## src/hdl/svd_pkg.sv

```systemverilog
// Shared types and constants of the VT52 screen-difference encoder.
// No dependencies.
`timescale 1ns / 1ps
package svd_pkg;

  localparam int DefRows = 24;
  localparam int DefCols = 80;

  localparam logic [7:0] CH_ESC = 8'h1B;
  localparam logic [7:0] CH_SP  = 8'h20;
  localparam logic [7:0] CH_Y   = 8'h59;
  localparam logic [7:0] CH_E   = 8'h45;
  localparam logic [7:0] CH_M   = 8'h4D;
  localparam logic [7:0] CH_L   = 8'h4C;
  localparam logic [7:0] CH_P   = 8'h70;
  localparam logic [7:0] CH_Q   = 8'h71;
  localparam logic [7:0] CH_R   = 8'h72;
  localparam logic [7:0] CH_U   = 8'h75;
  localparam logic [7:0] CH_LE  = 8'h65;
  localparam logic [7:0] CH_LF  = 8'h66;

  typedef enum logic [1:0] {
    REQ_INIT   = 2'd0,
    REQ_SCROLL = 2'd1,
    REQ_CELL   = 2'd2,
    REQ_FINISH = 2'd3
  } req_t;

  typedef enum logic [3:0] {
    SEL_ESC, SEL_E, SEL_Q, SEL_U, SEL_SHOW, SEL_REV, SEL_BOLD,
    SEL_Y, SEL_ROW, SEL_COL, SEL_LINE, SEL_CHAR, SEL_VIS
  } sel_t;

  // emission phases, in send order
  localparam int NumPh = 9;
  localparam logic [3:0] PH_INIT  = 4'd0;
  localparam logic [3:0] PH_REV1  = 4'd1;
  localparam logic [3:0] PH_BOLD1 = 4'd2;
  localparam logic [3:0] PH_GOTO  = 4'd3;
  localparam logic [3:0] PH_REV2  = 4'd4;
  localparam logic [3:0] PH_BOLD2 = 4'd5;
  localparam logic [3:0] PH_LINE  = 4'd6;
  localparam logic [3:0] PH_CHAR  = 4'd7;
  localparam logic [3:0] PH_VIS   = 4'd8;

  typedef struct packed {
    logic capture;
    logic read;
    logic plan;
    logic walk_start;
    logic walk_blank;
    logic walk_read;
    logic walk_write;
    logic emit;
    sel_t sel;
    logic last;
  } svd_cmd_t;

  typedef struct packed {
    logic [NumPh-1:0] en;
    logic             walk;
    logic [4:0]       lines;
    logic             out_free;
    logic             walk_last;
  } svd_sts_t;

endpackage

```

## src/hdl/svd_ctrl.sv

```systemverilog
// Controller: sequences request handling, byte phases and the shadow walk.
// Depends on svd_pkg.
`timescale 1ns / 1ps
module svd_ctrl (
  input  logic              clk,
  input  logic              rst,
  input  logic              req_valid,
  output logic              req_ready,
  input  svd_pkg::svd_sts_t sts,
  output svd_pkg::svd_cmd_t cmd
);
  import svd_pkg::*;

  typedef enum logic [3:0] {
    S_RST, S_IDLE, S_READ, S_PLAN, S_PICK, S_EMIT, S_WSTART, S_WRD, S_WWR
  } state_t;

  state_t     state;
  logic [3:0] ph;
  logic [5:0] cnt;

  logic [3:0] first_ph, next_ph;
  logic       any_next;
  logic [5:0] ph_len;
  logic       ph_end;
  sel_t       sel_c;

  always_comb begin
    first_ph = '0;
    next_ph  = '0;
    any_next = 1'b0;
    for (int i = NumPh - 1; i >= 0; i--) begin
      if (sts.en[i]) first_ph = 4'(i);
      if (sts.en[i] && 4'(i) > ph) begin
        next_ph  = 4'(i);
        any_next = 1'b1;
      end
    end
  end

  always_comb begin
    case (ph)
      PH_INIT: ph_len = 6'd7;
      PH_GOTO: ph_len = 6'd3;
      PH_LINE: ph_len = {sts.lines, 1'b0} - 6'd1;
      PH_CHAR: ph_len = 6'd0;
      default: ph_len = 6'd1;
    endcase
  end
  assign ph_end = (cnt == ph_len);

  always_comb begin
    case (ph)
      PH_INIT: begin
        if (!cnt[0]) sel_c = SEL_ESC;
        else begin
          case (cnt[2:1])
            2'd0:    sel_c = SEL_E;
            2'd1:    sel_c = SEL_Q;
            2'd2:    sel_c = SEL_U;
            default: sel_c = SEL_SHOW;
          endcase
        end
      end
      PH_REV1, PH_REV2:   sel_c = cnt[0] ? SEL_REV : SEL_ESC;
      PH_BOLD1, PH_BOLD2: sel_c = cnt[0] ? SEL_BOLD : SEL_ESC;
      PH_GOTO: begin
        case (cnt[1:0])
          2'd0:    sel_c = SEL_ESC;
          2'd1:    sel_c = SEL_Y;
          2'd2:    sel_c = SEL_ROW;
          default: sel_c = SEL_COL;
        endcase
      end
      PH_LINE: sel_c = cnt[0] ? SEL_LINE : SEL_ESC;
      PH_CHAR: sel_c = SEL_CHAR;
      PH_VIS:  sel_c = cnt[0] ? SEL_VIS : SEL_ESC;
      default: sel_c = SEL_ESC;
    endcase
  end

  assign req_ready = (state == S_IDLE);

  always_comb begin
    cmd            = '0;
    cmd.sel        = sel_c;
    cmd.last       = ph_end && !any_next;
    cmd.capture    = (state == S_IDLE) && req_valid;
    cmd.read       = (state == S_READ);
    cmd.plan       = (state == S_PLAN);
    cmd.walk_start = (state == S_RST) || (state == S_WSTART);
    cmd.walk_blank = (state == S_RST) || sts.en[PH_INIT];
    cmd.walk_read  = (state == S_WRD);
    cmd.walk_write = (state == S_WWR);
    cmd.emit       = (state == S_EMIT) && sts.out_free;
  end

  always_ff @(posedge clk) begin
    if (rst) begin
      state <= S_RST;
      ph    <= '0;
      cnt   <= '0;
    end else begin
      case (state)
        S_RST:  state <= S_WRD;
        S_IDLE: if (req_valid) state <= S_READ;
        S_READ: state <= S_PLAN;
        S_PLAN: state <= S_PICK;
        S_PICK: begin
          ph  <= first_ph;
          cnt <= '0;
          if (sts.en != '0) state <= S_EMIT;
          else              state <= S_IDLE;
        end
        S_EMIT: begin
          if (sts.out_free) begin
            if (!ph_end) cnt <= cnt + 6'd1;
            else if (any_next) begin
              ph  <= next_ph;
              cnt <= '0;
            end else begin
              state <= sts.walk ? S_WSTART : S_IDLE;
            end
          end
        end
        S_WSTART: state <= S_WRD;
        S_WRD:    state <= S_WWR;
        S_WWR:    state <= sts.walk_last ? S_IDLE : S_WRD;
        default:  state <= S_IDLE;
      endcase
    end
  end

endmodule

```

## config.mk

```make
export PLATFORM = sky130hd
export DESIGN_NAME = svd_ctrl
export DESIGN_NICKNAME = d
export VERILOG_FILES = /design/src/hdl/svd_pkg.sv /design/src/hdl/svd_ctrl.sv
export SDC_FILE = /design/constraint.sdc
export NUM_CORES = 1
export LEC_CHECK = 0
export ABC_CLOCK_PERIOD_IN_PS = 2650
export BUFFER_PORTS_ARGS = -buffer_cell sky130_fd_sc_hd__buf_2
export CORE_ASPECT_RATIO = 0.75
export CORE_MARGIN = 1.5
export CORE_UTILIZATION = 47
export CTS_CLUSTER_SIZE = 30
export DETAILED_ROUTE_END_ITERATION = 12
export PLACE_DENSITY = 0.78
export REMOVE_ABC_BUFFERS = 1
export SKIP_CTS_REPAIR_TIMING = 1
export SKIP_LAST_GASP = 1
export SYNTH_ARGS = -nofsm -noshare
export SYNTH_HDL_FRONTEND = slang
export SYNTH_SLANG_ARGS = --single-unit
```

## constraint.sdc

```tcl
create_clock -name clk -period 2.65 [get_ports clk]
set_input_delay 0.1325 -clock clk [delete_from_list [all_inputs] [get_ports clk]]
set_output_delay 0.1325 -clock clk [all_outputs]
set_load 0.005 [all_outputs]
```

==> metrics.md <==
| Metric | Value |
|---|---|
| Share of post-route cells with drive strength above 1 | `25.90%` |
| Final Hold Viols | `0` |
| Chip height | `54.05 um` |
| First-pass GRT wire length | `7293 um` |
| GR Overflow Total | `0` |
| VDD IR max | `417.5 uV` |
| Die Area | `0.003840 mm2` |
| Final Util | `57.52%` |
| Routed WL | `4242 um` |
| Final WS setup | `0.1759 ns` |
| Crit path time final | `2.474 ns` |
| Layout Nets | `278` |
| Synth Warn # | `0` |
| CTS tree | `yes` |
| Starting Density | `49.32%` |
| Root buffer cell | `clkbuf_8` |
| DRC | `0` |
| Status | `finished clean` |
| Crit Path Category | `reg2out` |
| Least-Margin Pin Slew | `0.5300 ns` |
| Synth async-reset ratio | `0%` |
| Final setup violation count | `0` |
| Num rows | `18` |
| Max-cap viol count | `0` |
| Sinks on Clock Net | `14` |
| Power per cell area | `590.1 mW/mm2` |
| Leak pwr | `0.0008081 uW` |
| Vias in the first global route | `1,574` |
| Yosys reg bits | `14` |
| Cell Area, Synth | `0.001633 mm2` |
| Vias | `1,788` |
| Layout area overhead | `16.63%` |
| Clock Skew | `0.003468 ns` |
| Detail Route Antenna Nets | `0` |
| Core ar. | `0.003311 mm2` |
| Place WS | `0.2545 ns` |
| Avg Cell Area, Syn | `7.456 um2` |
| Design Area, Final | `0.001904 mm2` |
| CP startpoint kind | `flip-flop` |
| Clock Latency Late Sink | `0.25 ns` |
| Crit path max fanout | `16` |
| CTS buffer count | `3` |
| I/O pin total | `34` |
| Rel. slew slack | `64.39%` |
| Via density | `6.144` |
| Worst EP required | `2.52 ns` |
| Dominant synthesized flop cell | `dfxtp_1` |
| Max Transition Viols Final | `0` |
| Sequential fraction of the synthesis area | `17.16%` |
| Largest net degree at the start of global routing | `18` |
| Area after DPL | `0.001846 mm2` |
| Initial antenna violation count | `0` |
| Fmax | `404.2 MHz` |
| H-tree depth | `1` |
| Cells after Synth | `219` |
| Worst path arrival time | `2.34 ns` |
| Tcrit/Tclk final | `93.36%` |
| CTS max path bufs | `2` |
| TritonRoute pass-1 iters | `5` |
| EDFF count, synth | `0` |
| Clock slew at reported path FFs | `0.06 ns` |
| Number of port buffers | `33` |
| Setup TNS | `0 ns` |
| DP HPWL | `3157 um` |
| Iter 0 DRT Violations | `192` |
| RSZ-0062 raised after global routing | `false` |
| Die X | `71.06 um` |
| RD Place Congestion | `0.9245` |
| Wire per inst | `14.58 um` |
| # diodes | `0` |
| Post-synth cell types | `59` |
| GRT Resource Usage Total | `23.97%` |
| HP Class | `in2reg` |
| CP endpoint kind | `output port` |
==> synthesized netlist by cell type (2+ instances only) <==
| cell type | count | area [um2] |
|---|---|---|
| nor3b_1 | 4 | 30.03 |
| buf_4 | 4 | 30.03 |
| nor3_1 | 13 | 65.06 |
| nor4b_1 | 2 | 17.52 |
| nand4_1 | 5 | 31.28 |
| nand4bb_1 | 2 | 22.52 |
| nor2_1 | 22 | 82.58 |
| buf_2 | 2 | 10.01 |
| a311oi_1 | 3 | 26.28 |
| ha_1 | 6 | 75.07 |
| nor4_1 | 5 | 31.28 |
| xor2_1 | 2 | 17.52 |
| mux2i_1 | 2 | 20.02 |
| a21oi_1 | 12 | 60.06 |
| a2111oi_0 | 2 | 17.52 |
| nand2b_1 | 7 | 43.79 |
| nand3b_1 | 3 | 22.52 |
| o21ai_2 | 2 | 17.52 |
| clkbuf_1 | 8 | 30.03 |
| o21ai_0 | 17 | 85.08 |
| a21bo_2 | 2 | 20.02 |
| a31oi_1 | 3 | 18.77 |
| nor2b_1 | 5 | 31.28 |
| xnor2_1 | 4 | 35.03 |
| nand4b_1 | 2 | 17.52 |
| and3_1 | 6 | 37.54 |
| dfxtp_1 | 14 | 280.3 |
| o32ai_1 | 2 | 17.52 |
| inv_1 | 9 | 33.78 |
| o21bai_1 | 3 | 22.52 |
| a21o_1 | 3 | 22.52 |
| a211o_1 | 2 | 17.52 |
| nand2_1 | 12 | 45.04 |
| nand3_1 | 4 | 20.02 |
==> worst paths after layout <==
check / startpoint / to / slack, ns / depth (start not counted)
worst max-delay path: ph[1]$_SDFFE_PP0P_ / cmd[0] / 0.18 / 8
worst min-delay path: req_valid / state[0]$_SDFFE_PP0P_ / 0.22 / 3
worst max register to register: ph[1]$_SDFFE_PP0P_ / ph[0]$_SDFFE_PP0P_ / 0.31 / 8
worst min register to register: cnt[3]$_SDFFE_PP0P_ / cnt[3]$_SDFFE_PP0P_ / 0.58 / 2
==> power breakdown <==
part | switching, uW | leakage [uW] | internal [uW]
clock network | 82.3 | 0.0000288 | 132
registers | 92.0 | 0.000115 | 245
logic | 311 | 0.000664 | 262
total | 485 | 0.000808 | 638
==> state kept, by name, summed over array words and instances (netlist names) <==
name,flops
state,4
ph,4
cnt,6
==> per-stage QoR <==
step	cells	hold slack (ns)	total power (uW)
2_1_floorplan	205	0.2016	702.5
3_3_place_gp	287	0.4865	890.0
3_5_place_dp	287	0.4857	902.3
4_1_cts	291	0.2182	1116
5_1_grt	291	0.2468	1217
6_report	291	0.2173	1124
==> metal layers <==
layer | part of all wire [%] | track usage [%]
met4 | 0.57 | 4.403
met1 | 49 | 34.11
met3 | 6.8 | 5.805
met2 | 43 | 37.23
met5 | 0 | 0
==> layout make-up <==
type | count | area, um2
sequential | 14 | 284.0
inverter | 10 | 37.54
timing repair buffer | 42 | 232.7
clock buffer | 4 | 55.05
fill | 330 | 1406
multi-input combinational | 181 | 1245
tap | 40 | 50.05
==> kinds of logic after synthesis <==
kind of cell	synth area share, %
AO/OA/AOI/OAI	29.50
multiplexers	1.226
adder cells (fa/ha/maj)	4.598
buffers and inverters	6.590
flip-flops	17.16
XOR/XNOR	3.218
AND/OR/NAND/NOR	37.70
==> cell usage in the layout (no fill, tap or decap), types with 4 or more instances in the layout <==
cell and n:
nor3_1 13, a21oi_1 12, nor3b_1 4, nand3_1 4, nand2_1 12, nand2b_1 7
and3_1 6, nor2_1 22, inv_1 9, nand4_1 5, o21ai_0 17, dfxtp_1 11
nor4_1 5, nor2b_1 5, buf_4 9, xnor2_1 4, buf_2 33, clkbuf_8 4
ha_1 6
==> critical path, stage by stage, from the launching register on <==
cell and delay [ns]:
dfxtp_2 0.41, buf_4 0.19, and3b_1 0.17, o21ai_1 0.18, a2bb2oi_1 0.25, nand4b_2 0.22, or2_1 0.41, nor2_1 0.13
buf_2 0.12
No activity file was read; power rests on OpenSTA's default activity.
